==> config.mk <==
export PLATFORM = sky130hd
export DESIGN_NAME = longest_unique_run_tracker_unit
export DESIGN_NICKNAME = d
export VERILOG_FILES = /design/src/lurt_pkg.sv /design/src/lurt_cell.sv /design/src/lurt_match_enc.sv /design/src/longest_unique_run_tracker_unit.sv
export SDC_FILE = /design/constraint.sdc
export NUM_CORES = 2
export LEC_CHECK = 0
export BUFFER_PORTS_ARGS = -buffer_cell sky130_fd_sc_hd__buf_2
export CELL_PAD_IN_SITES_DETAIL_PLACEMENT = 0
export CELL_PAD_IN_SITES_GLOBAL_PLACEMENT = 1
export CORE_MARGIN = 4
export CORE_UTILIZATION = 55
export CTS_BUF_LIST = sky130_fd_sc_hd__clkbuf_8
export DETAILED_ROUTE_END_ITERATION = 6
export GPL_TIMING_DRIVEN = 0
export MAX_ROUTING_LAYER = met4
export PLACE_DENSITY = 0.91
export SLEW_MARGIN = 20
export SYNTH_ARGS = -nofsm -noshare
export SYNTH_HDL_FRONTEND = slang
export SYNTH_SLANG_ARGS = --single-unit
==> constraint.sdc <==
create_clock -name clk -period 69.3 [get_ports clk]
set_input_delay 10.395 -clock clk [delete_from_list [all_inputs] [get_ports clk]]
set_output_delay 10.395 -clock clk [all_outputs]
set_load 0.005 [all_outputs]
==> src/lurt_pkg.sv <==
`timescale 1ns / 1ps
`default_nettype none
package lurt_pkg;

	// alphabet and field widths
	localparam int ALPHABET_SIZE = 256;
	localparam int SYM_W         = 8;
	localparam int CNT_W         = 9;

	// one cell per possible window slot
	localparam int NUM_CELLS  = ALPHABET_SIZE;
	localparam int CELL_W     = $clog2(NUM_CELLS);
	localparam int GROUP_SIZE = 16;
	localparam int NUM_GROUPS = (NUM_CELLS + GROUP_SIZE - 1) / GROUP_SIZE;

	// sequencer states
	typedef enum logic [1:0] {
		ST_IDLE,
		ST_MATCH,
		ST_UPDATE
	} state_t;

	// outcome of the search along the chain
	typedef struct packed {
		logic              hit;
		logic [CELL_W-1:0] pos;
	} match_res_t;

endpackage
`default_nettype wire

==> src/lurt_cell.sv <==
`timescale 1ns / 1ps
`default_nettype none
module lurt_cell
	import lurt_pkg::*;
(
	input  wire logic             clk,
	input  wire logic             shift,
	input  wire logic [SYM_W-1:0] byte_in,
	input  wire logic [SYM_W-1:0] probe,
	input  wire logic             live,
	output logic      [SYM_W-1:0] byte_out,
	output logic                  hit
);

	logic [SYM_W-1:0] byte_q;

	// slot content, handed on to the older neighbour on each shift
	always_ff @(posedge clk) begin
		if (shift) begin
			byte_q <= byte_in;
		end
	end

	assign byte_out = byte_q;

	// compare against the incoming byte, only inside the window
	assign hit = live && (byte_q == probe);

endmodule
`default_nettype wire

==> src/lurt_match_enc.sv <==
`timescale 1ns / 1ps
`default_nettype none
module lurt_match_enc
	import lurt_pkg::*;
(
	input  wire logic                 clk,
	input  wire logic [NUM_CELLS-1:0] hits,
	output match_res_t                res
);

	logic              grp_hit_d  [NUM_GROUPS];
	logic [CELL_W-1:0] grp_pos_d  [NUM_GROUPS];
	logic              grp_hit_s1 [NUM_GROUPS];
	logic [CELL_W-1:0] grp_pos_s1 [NUM_GROUPS];

	// first level: or-encode each group of cells (at most one hit in the window)
	always_comb begin
		for (int g = 0; g < NUM_GROUPS; g++) begin
			grp_hit_d[g] = 1'b0;
			grp_pos_d[g] = '0;
			for (int j = 0; j < GROUP_SIZE; j++) begin
				if (g * GROUP_SIZE + j < NUM_CELLS) begin
					if (hits[g * GROUP_SIZE + j]) begin
						grp_hit_d[g] = 1'b1;
						grp_pos_d[g] = grp_pos_d[g] | CELL_W'(g * GROUP_SIZE + j);
					end
				end
			end
		end
	end

	always_ff @(posedge clk) begin
		for (int g = 0; g < NUM_GROUPS; g++) begin
			grp_hit_s1[g] <= grp_hit_d[g];
			grp_pos_s1[g] <= grp_pos_d[g];
		end
	end

	// second level: merge the group results
	always_comb begin
		res = '0;
		for (int g = 0; g < NUM_GROUPS; g++) begin
			res.hit = res.hit | grp_hit_s1[g];
			res.pos = res.pos | grp_pos_s1[g];
		end
	end

endmodule
`default_nettype wire

==> src/longest_unique_run_tracker_unit.sv <==
`timescale 1ns / 1ps
`default_nettype none
// channel  | handshake            | payload
// ---------+----------------------+------------------------------------------
// input    | in_valid / in_stall  | symbol, last_of_string
// output   | out_valid / out_stall| best_length, window_length, is_final
//
// Per byte, a compare step checks the byte against every cell of the window
// chain and registers the group hits, then an update step merges them, shifts
// the chain and loads the output register.
// The next byte is taken in the cycle the previous result is loaded.
// Reset clears the window length and best length; cell contents need none.
// A stalled output holds the unit in the update step until the beat leaves.
module longest_unique_run_tracker_unit
	import lurt_pkg::*;
(
	input  wire logic             clk,
	input  wire logic             arst_n,
	input  wire logic             in_valid,
	output logic                  in_stall,
	input  wire logic [SYM_W-1:0] symbol,
	input  wire logic             last_of_string,
	output logic                  out_valid,
	input  wire logic             out_stall,
	output logic      [CNT_W-1:0] best_length,
	output logic      [CNT_W-1:0] window_length,
	output logic                  is_final
);

	state_t state_q, state_d;

	logic             in_acc;
	logic             can_out;
	logic             shift;
	logic [SYM_W-1:0] sym_map;
	logic [SYM_W-1:0] sym_q;
	logic             fin_q;
	logic [CNT_W-1:0] count_q;
	logic [CNT_W-1:0] best_q;
	logic [CNT_W-1:0] new_count;
	logic [CNT_W-1:0] new_best;
	logic             out_valid_q;
	logic [CNT_W-1:0] best_out_q;
	logic [CNT_W-1:0] win_out_q;
	logic             fin_out_q;

	logic [SYM_W-1:0]     chain [NUM_CELLS+1];
	logic [NUM_CELLS-1:0] live;
	logic [NUM_CELLS-1:0] hits;
	match_res_t           mres;

	// symbols beyond the alphabet fold onto its top value
	assign sym_map = ({1'b0, symbol} >= CNT_W'(ALPHABET_SIZE))
		? SYM_W'(ALPHABET_SIZE - 1) : symbol;

	assign can_out = !out_valid_q || !out_stall;
	assign in_acc  = in_valid && !in_stall;

	// sequencer state register
	always_ff @(posedge clk or negedge arst_n) begin
		if (!arst_n) begin
			state_q <= ST_IDLE;
		end else begin
			state_q <= state_d;
		end
	end

	// next state and handshake
	always_comb begin
		state_d  = state_q;
		in_stall = 1'b1;
		shift    = 1'b0;
		case (state_q)
			ST_IDLE: begin
				in_stall = 1'b0;
				if (in_valid) begin
					state_d = ST_MATCH;
				end
			end
			ST_MATCH: begin
				state_d = ST_UPDATE;
			end
			ST_UPDATE: begin
				if (can_out) begin
					shift    = 1'b1;
					in_stall = 1'b0;
					state_d  = in_valid ? ST_MATCH : ST_IDLE;
				end
			end
			default: begin
				state_d = ST_IDLE;
			end
		endcase
	end

	// input beat capture
	always_ff @(posedge clk) begin
		if (in_acc) begin
			sym_q <= sym_map;
			fin_q <= last_of_string;
		end
	end

	// chain of window cells, youngest byte in cell zero
	assign chain[0] = sym_q;

	for (genvar i = 0; i < NUM_CELLS; i++) begin : g_cell
		assign live[i] = CNT_W'(i) < count_q;

		lurt_cell u_cell (
			.clk      (clk),
			.shift    (shift),
			.byte_in  (chain[i]),
			.probe    (sym_q),
			.live     (live[i]),
			.byte_out (chain[i+1]),
			.hit      (hits[i])
		);
	end

	lurt_match_enc u_enc (
		.clk  (clk),
		.hits (hits),
		.res  (mres)
	);

	// a repeat cuts the window just past the earlier copy
	assign new_count = mres.hit ? (CNT_W'(mres.pos) + CNT_W'(1)) : (count_q + CNT_W'(1));
	assign new_best  = (new_count > best_q) ? new_count : best_q;

	// window and best length, cleared after the last byte of a string
	always_ff @(posedge clk or negedge arst_n) begin
		if (!arst_n) begin
			count_q <= '0;
			best_q  <= '0;
		end else if (shift) begin
			if (fin_q) begin
				count_q <= '0;
				best_q  <= '0;
			end else begin
				count_q <= new_count;
				best_q  <= new_best;
			end
		end
	end

	// output register
	always_ff @(posedge clk or negedge arst_n) begin
		if (!arst_n) begin
			out_valid_q <= 1'b0;
		end else if (shift) begin
			out_valid_q <= 1'b1;
		end else if (!out_stall) begin
			out_valid_q <= 1'b0;
		end
	end

	always_ff @(posedge clk) begin
		if (shift) begin
			best_out_q <= new_best;
			win_out_q  <= new_count;
			fin_out_q  <= fin_q;
		end
	end

	assign out_valid     = out_valid_q;
	assign best_length   = best_out_q;
	assign window_length = win_out_q;
	assign is_final      = fin_out_q;

`ifndef SYNTH
	// window never outgrows the chain
	a_count_bound: assert property (@(posedge clk) disable iff (!arst_n)
		count_q <= CNT_W'(NUM_CELLS))
		else $error("window length beyond chain depth");

	// best length covers the current window
	a_best_covers: assert property (@(posedge clk) disable iff (!arst_n)
		best_q >= count_q)
		else $error("best length below window length");

	// every result carries a non-empty window no longer than the best
	a_out_sane: assert property (@(posedge clk) disable iff (!arst_n)
		out_valid |-> (window_length != '0) && (window_length <= best_length))
		else $error("result lengths inconsistent");

	// the compare step follows an accepted beat
	a_match_after_accept: assert property (@(posedge clk) disable iff (!arst_n)
		(state_q == ST_MATCH) |-> $past(in_acc))
		else $error("compare step without an accepted beat");

	// a shift clears the string state after a final beat
	a_final_clears: assert property (@(posedge clk) disable iff (!arst_n)
		(shift && fin_q) |=> (count_q == '0) && (best_q == '0))
		else $error("state not cleared after final beat");
`endif

endmodule
`default_nettype wire

---- Word-level counts from Yosys, hierarchy flattened ----
Memories as Yosys holds them, arrays and structs flattened.
Cells that the tools add are included.
storage, ports and cells
  bits in registers ....................... 2097
  bits in writable memories ............... 144
  bits of input ports ..................... 13
  word-level logic and storage cells ...... 1605
  memories kept ........................... 2
memories
  memory            depth  width  rd ports  clocked after Yosys merged registers in  write ports  line                  text
  u_enc.grp_pos_s1  16     8      16        0                                        16           lurt_match_enc.sv:14  logic [CELL_W-1:0] grp_pos_s1 [NUM_GROUPS];
  u_enc.grp_hit_s1  16     1      16        0                                        16           lurt_match_enc.sv:13  logic grp_hit_s1 [NUM_GROUPS];
cells by class
  $add $sub $neg .......................... 2
  magnitude comparators ................... 257
  equal/unequal tests ..................... 261
  mux-type cells .......................... 525
  bitwise gates (word level) .............. 30
  reduce and logical (&&, ||, !) cells .... 263
operators with widths
  operator                                                             count
  8-bit equality test                                                  256
  8-bit by 9-bit < comparator with 1-bit output, first input constant  128
  8-bit 2-to-1 mux                                                     128
  7-bit by 9-bit < comparator with 1-bit output, first input constant  64
  7-bit 2-to-1 mux                                                     64
  6-bit by 9-bit < comparator with 1-bit output, first input constant  32
  1-bit 2-to-1 mux                                                     263
  1-bit logical AND                                                    257
  6-bit 2-to-1 mux                                                     32
  5-bit by 9-bit < comparator with 1-bit output, first input constant  16
  8-bit OR                                                             15
  5-bit 2-to-1 mux                                                     16
  4-bit by 9-bit < comparator with 1-bit output, first input constant  8
  3-bit by 9-bit < comparator with 1-bit output, first input constant  4
  9-bit 2-to-1 mux                                                     4
  4-bit 2-to-1 mux                                                     8
  1-bit by 9-bit < comparator with 1-bit output, first input constant  2
  2-bit by 9-bit < comparator with 1-bit output, first input constant  2
  1-bit OR                                                             15
  3-bit 2-to-1 mux                                                     4
  8-bit by 1-bit adder with 9-bit output, second input constant        1
  9-bit by 1-bit adder with 9-bit output, second input constant        1
  9-bit greater-than comparator                                        1
  2-bit 2-to-1 mux                                                     4
  other kinds (10)                                                     13

---- Logic depth before layout (Yosys ltp) ----
An unclocked memory read counts as a cell.
  word-level depth ........................ 21
  depth in mapped cells ................... 17
  mapped depth without buffers ............ 17

---- Hierarchy ----
From an unflattened synthesis, not the netlist that was laid out.
second synthesis, totals
  cell total of the unflattened synthesis .. 6126
  area, all modules ....................... 93947.6 µm²
modules (own cells, without submodules)
  module                           times used  cells each  area an instance (µm²)  sequential area each (µm²)
  lurt_cell                        256         20          335.3                   240.2
  longest_unique_run_tracker_unit  1           632         4615.7                  1366.3
  lurt_match_enc                   1           374         3489.6                  1901.8

---- Worst setup path after synthesis ----
Ideal clock, no wire load.
  path kind ............................... input -> register
  start ................................... in out_stall
  end ..................................... reg best_out_q[0] (netlist: best_length[0]), enable pin
  library setup time ...................... 15.605 ns
  arrival time ............................ 47.962 ns
  data required time ...................... 53.695 ns
  path slack .............................. 5.733 ns
  stages .................................. 4
  buffers on the path ..................... 1
  cells stage by stage .................... nand2_1 nand2b_1 clkbuf_1 clkinv_1
on the way
  cells in the longest elaborated chain, start to end .. 4
ends and longest elaborated chain
  element                     line                                    text
  from (decl)                 longest_unique_run_tracker_unit.sv:24   input wire logic out_stall,
  1-bit logical NOT           -
  1-bit logical OR            longest_unique_run_tracker_unit.sv:56   assign can_out = !out_valid_q || !out_stall;
  1-bit 2-to-1 mux            longest_unique_run_tracker_unit.sv:84   if (can_out) begin
  1-bit 2-to-1 mux            longest_unique_run_tracker_unit.sv:73   case (state_q)
  via g_cell[0].u_cell.shift  lurt_cell.sv:7                          input wire logic shift,
  to (signal assigned)        longest_unique_run_tracker_unit.sv:160  best_out_q <= new_best;
  to (decl)                   longest_unique_run_tracker_unit.sv:43   logic [CNT_W-1:0] best_out_q;
The timed path passes the listed nets, and every way through them passes these cells.
A chain may end at the register's enable or synchronous reset.

---- Final worst setup path ----
  start ................................... in out_stall
  end ..................................... out in_stall
on the way
  cells in the longest elaborated chain, start to end .. 4
ends and longest elaborated chain
  element                                line                                   text
  1-bit logical NOT                      -
  1-bit logical OR                       longest_unique_run_tracker_unit.sv:56
  1-bit 2-to-1 mux                       longest_unique_run_tracker_unit.sv:84
  1-bit one-hot mux with 2 select lines  longest_unique_run_tracker_unit.sv:73
  to (decl)                              longest_unique_run_tracker_unit.sv:20  output logic in_stall,
Every way passes these cells.

==> results.md <==
- # setup viols final: 0
- CTS root buffer: clkbuf_8
- CORE AREA: 169000 sq um
- CTS tree: yes
- I/O Pins: 34
- H-tree levels: 5
- Syn avg cell area: 15.6 sq um
- Critical Path Sink Type: primary output
- DIE WIDTH: 420 um
- Slew headroom: 10.9%
- Post-synthesis compound-gate area fraction: 2.77%
- Top FF cell, synth: edfxtp_1
- Worst vdd ir: 0.0257 mV
- Unique masters post-synth: 81
- Die H: 420 um
- Fin. max-slew vios: 0
- Fin Setup TNS: 0 ns
- Post-CTS Setup Bufs: 0
- Largest net degree at the start of global routing: 92
- Vias per std cell: 6.93
- Detailed Route Iter0 Violations: 13097
- Nets: 6475
- # DRC: 1
- Min cycle time layout: 21.25 ns
- Async SR Flop Fraction: 0.958%
- Post-Synth XOR/XNOR Area: 19.2%
- Hold-fix buffers, CTS: 0
- Worst-margin pin slew: 1.32 ns
- Final clock skew: 0.0864 ns
- Clk_lat worst skew: 1.14 ns
- Synth Area in Simple Gates: 6.33%
- Adder-cell share of the synthesized area: 0.134%
- CTS clk-pin slew, worst paths: 0.07 ns
- Number of max-cap violations: 0
- GP Congestion: 1.07
- CP max FO: 3
- Crit start category: input pin
- Num CTS Buffers: 372
- Number of antenna violations at the first check in global routing: 45
- Post-synthesis register bit count: 2192
- Crit path kind: in -> out
- Hold WC Path Type: reg -> reg
- Layout Area Growth over Synthesis: 11.6%
- Final worst path period share: 30.7%
- Power per cell area: 32.5 nW/um^2
- Initial Util: 55.3%
- Routed wire length: 418 mm
- Leakage Power: 28.9 nW
- Vias: 62275
- Vias in the first global route: 57101
- Post-synthesis cell count: 5994
- Rows: 151
- Number of synthesized flops with an enable pin: 2076
- Failing checks: DRC
- Clk sinks: 2192
- Hold Vio Cnt, Final: 0
- WL/cell: 46.5 um
- Syn nets: 6017
- Req. time, crit path: 58.91 ns
- GRT Total Usage: 48.2%
- Clock buffer depth: 4
- Core Util, Final: 61.7%
- HPWL Detailed: 286 mm
- Fin cells: 8982
- Register area share after synthesis: 69.2%
- Detail Route Antenna Nets: 0
- GR Overflow Total: 0
- Placed Instances: 8296
- PostCTS Resize Cnt: 0
- Share of cells above drive strength 1: 12.5%
- Die footprint: 177000 sq um
- First-pass GRT wire length: 533 mm
- Port Buf Inserts: 33
- Mapped Area: 93600 sq um
- RSZ-0062 raised after global routing: false
- Synth warn: 0
- Largest family of logic cells by synthesized area: XOR/XNOR gates
- Pre-antenna DRT Iters: 7
- Max Clk Rate: 0.0471 GHz
- CP arrival: 10.86 ns
- Status: complete, but fails checks
- Mux cell area share after synthesis: 0.112%
==> sequential cells by signal, summed over array words and instances (netlist names) <==
register / cells
best_length: 9
best_q: 9
count_q: 9
fin_q: 1
g_cell.u_cell.byte_out: 2048
is_final: 1
out_valid: 1
state_q: 2
sym_q: 8
u_enc.grp_hit_s1: 16
u_enc.grp_pos_s1: 79
window_length: 9
==> per-stage QoR <==
| stage | hold slack, ns | setup slack (ns) | instance area, sq um | total power [mW] |
|---|---|---|---|---|
| global route | 0.435 | 48.00 | 104000 | 3.42 |
| global placement | 0.434 | -15.94 | 96500 | 2.65 |
| CTS | 0.433 | 48.04 | 104000 | 3.32 |
| detailed placement | 0.436 | 48.04 | 97800 | 2.28 |
| finish | 0.438 | 48.05 | 104000 | 3.40 |
| floorplan | 0.421 | 5.73 | 93600 | 2.16 |
==> critical path, stage by stage <==
cell and delay, ns:
buf_2 0.09, nand3_1 0.09, nand2b_1 0.14, buf_2 0.14
==> where the power goes <==
group	internal (mW)	switching, mW
clock network	0.535	0.559
logic	0.158	0.606
registers	1.51	0.0269
total	2.20	1.19
==> cell usage after synthesis (all sizes together) (52+ instances only) <==
master      n  share of area, %
nor3       92              0.50
buf       258               1.9
a21oi      79              0.43
nand2      94              0.38
xor2      851               8.0
nand3      91              0.49
nor2       79              0.32
dfxtp      95               2.0
nand4     299               2.0
edfxtp   2076                67
nor4      235               1.6
clkbuf     52              0.21
xnor2    1203                11
a2111oi    52              0.49
o21ai      57              0.30
==> per-layer routing <==
| metal | track usage [%] | part of all wire, % | up-vias |
|---|---|---|---|
| li1 | - | - | 23249 |
| met1 | 60.7 | 35 | 31525 |
| met2 | 65.6 | 41 | 6136 |
| met3 | 17.3 | 15 | 1365 |
| met4 | 31.7 | 8.4 | 0 |
| met5 | - | 0 | - |
==> worst paths after layout <==
check | from | to | slack (ns) | cells after the start
setup / recovery | out_stall | in_stall | 48.05 | 4
hold / removal | g_cell[154].u_cell.byte_out[2] | g_cell[155].u_cell.byte_out[2] | 0.44 | 0
setup reg to reg | u_enc.grp_hit_s1[1][4] | best_length[1] | 62.93 | 14
hold reg to reg | g_cell[154].u_cell.byte_out[2] | g_cell[155].u_cell.byte_out[2] | 0.44 | 0
max in group asynchronous | arst_n | count_q[0] | 59.61 | 1
min in group asynchronous | arst_n | out_valid | 9.32 | 1
==> placed cells by master, fill, tap and decap left out, types with 34 or more instances in the layout <==
| cell | Yosys | layout |
|---|---|---|
| clkbuf_8 | 0 | 383 |
| inv_1 | 20 | 158 |
| nor2_1 | 79 | 72 |
| edfxtp_1 | 2076 | 2076 |
| nand4_1 | 299 | 299 |
| a2111oi_0 | 52 | 49 |
| a21oi_1 | 78 | 71 |
| nor3_1 | 91 | 90 |
| buf_16 | 0 | 34 |
| nor4_1 | 235 | 231 |
| xor2_1 | 851 | 851 |
| buf_4 | 165 | 167 |
| clkbuf_1 | 52 | 41 |
| diode_2 | 0 | 45 |
| buf_2 | 75 | 114 |
| xnor2_1 | 1203 | 1203 |
| nand2_1 | 94 | 90 |
| clkinv_1 | 1 | 76 |
| o21ai_0 | 56 | 53 |
| nand3_1 | 91 | 91 |
| dfxtp_1 | 95 | 95 |
==> cells by family after synthesis <==
group	Yosys count
flip-flops	2192
multiplexers	10
AND/OR/NAND/NOR	1025
XOR/XNOR	2054
buffers and inverters	332
AO/OA/AOI/OAI	371
adder cells (fa/ha/maj)	10
==> final cells by class <==
| class | instances | area, sq um |
|---|---|---|
| clock buffers | 383 | 5270 |
| fillers | 12675 | 64800 |
| plain buffers | 310 | 1980 |
| multi-input cells | 3470 | 26900 |
| diodes | 45 | 113 |
| clock inverters | 258 | 1230 |
| well taps | 2218 | 2780 |
| flip-flops and latches | 2192 | 64800 |
| repair buffers | 84 | 1280 |
| inverters | 22 | 87.6 |
Note: power is estimated with default switching activity, not from simulation.
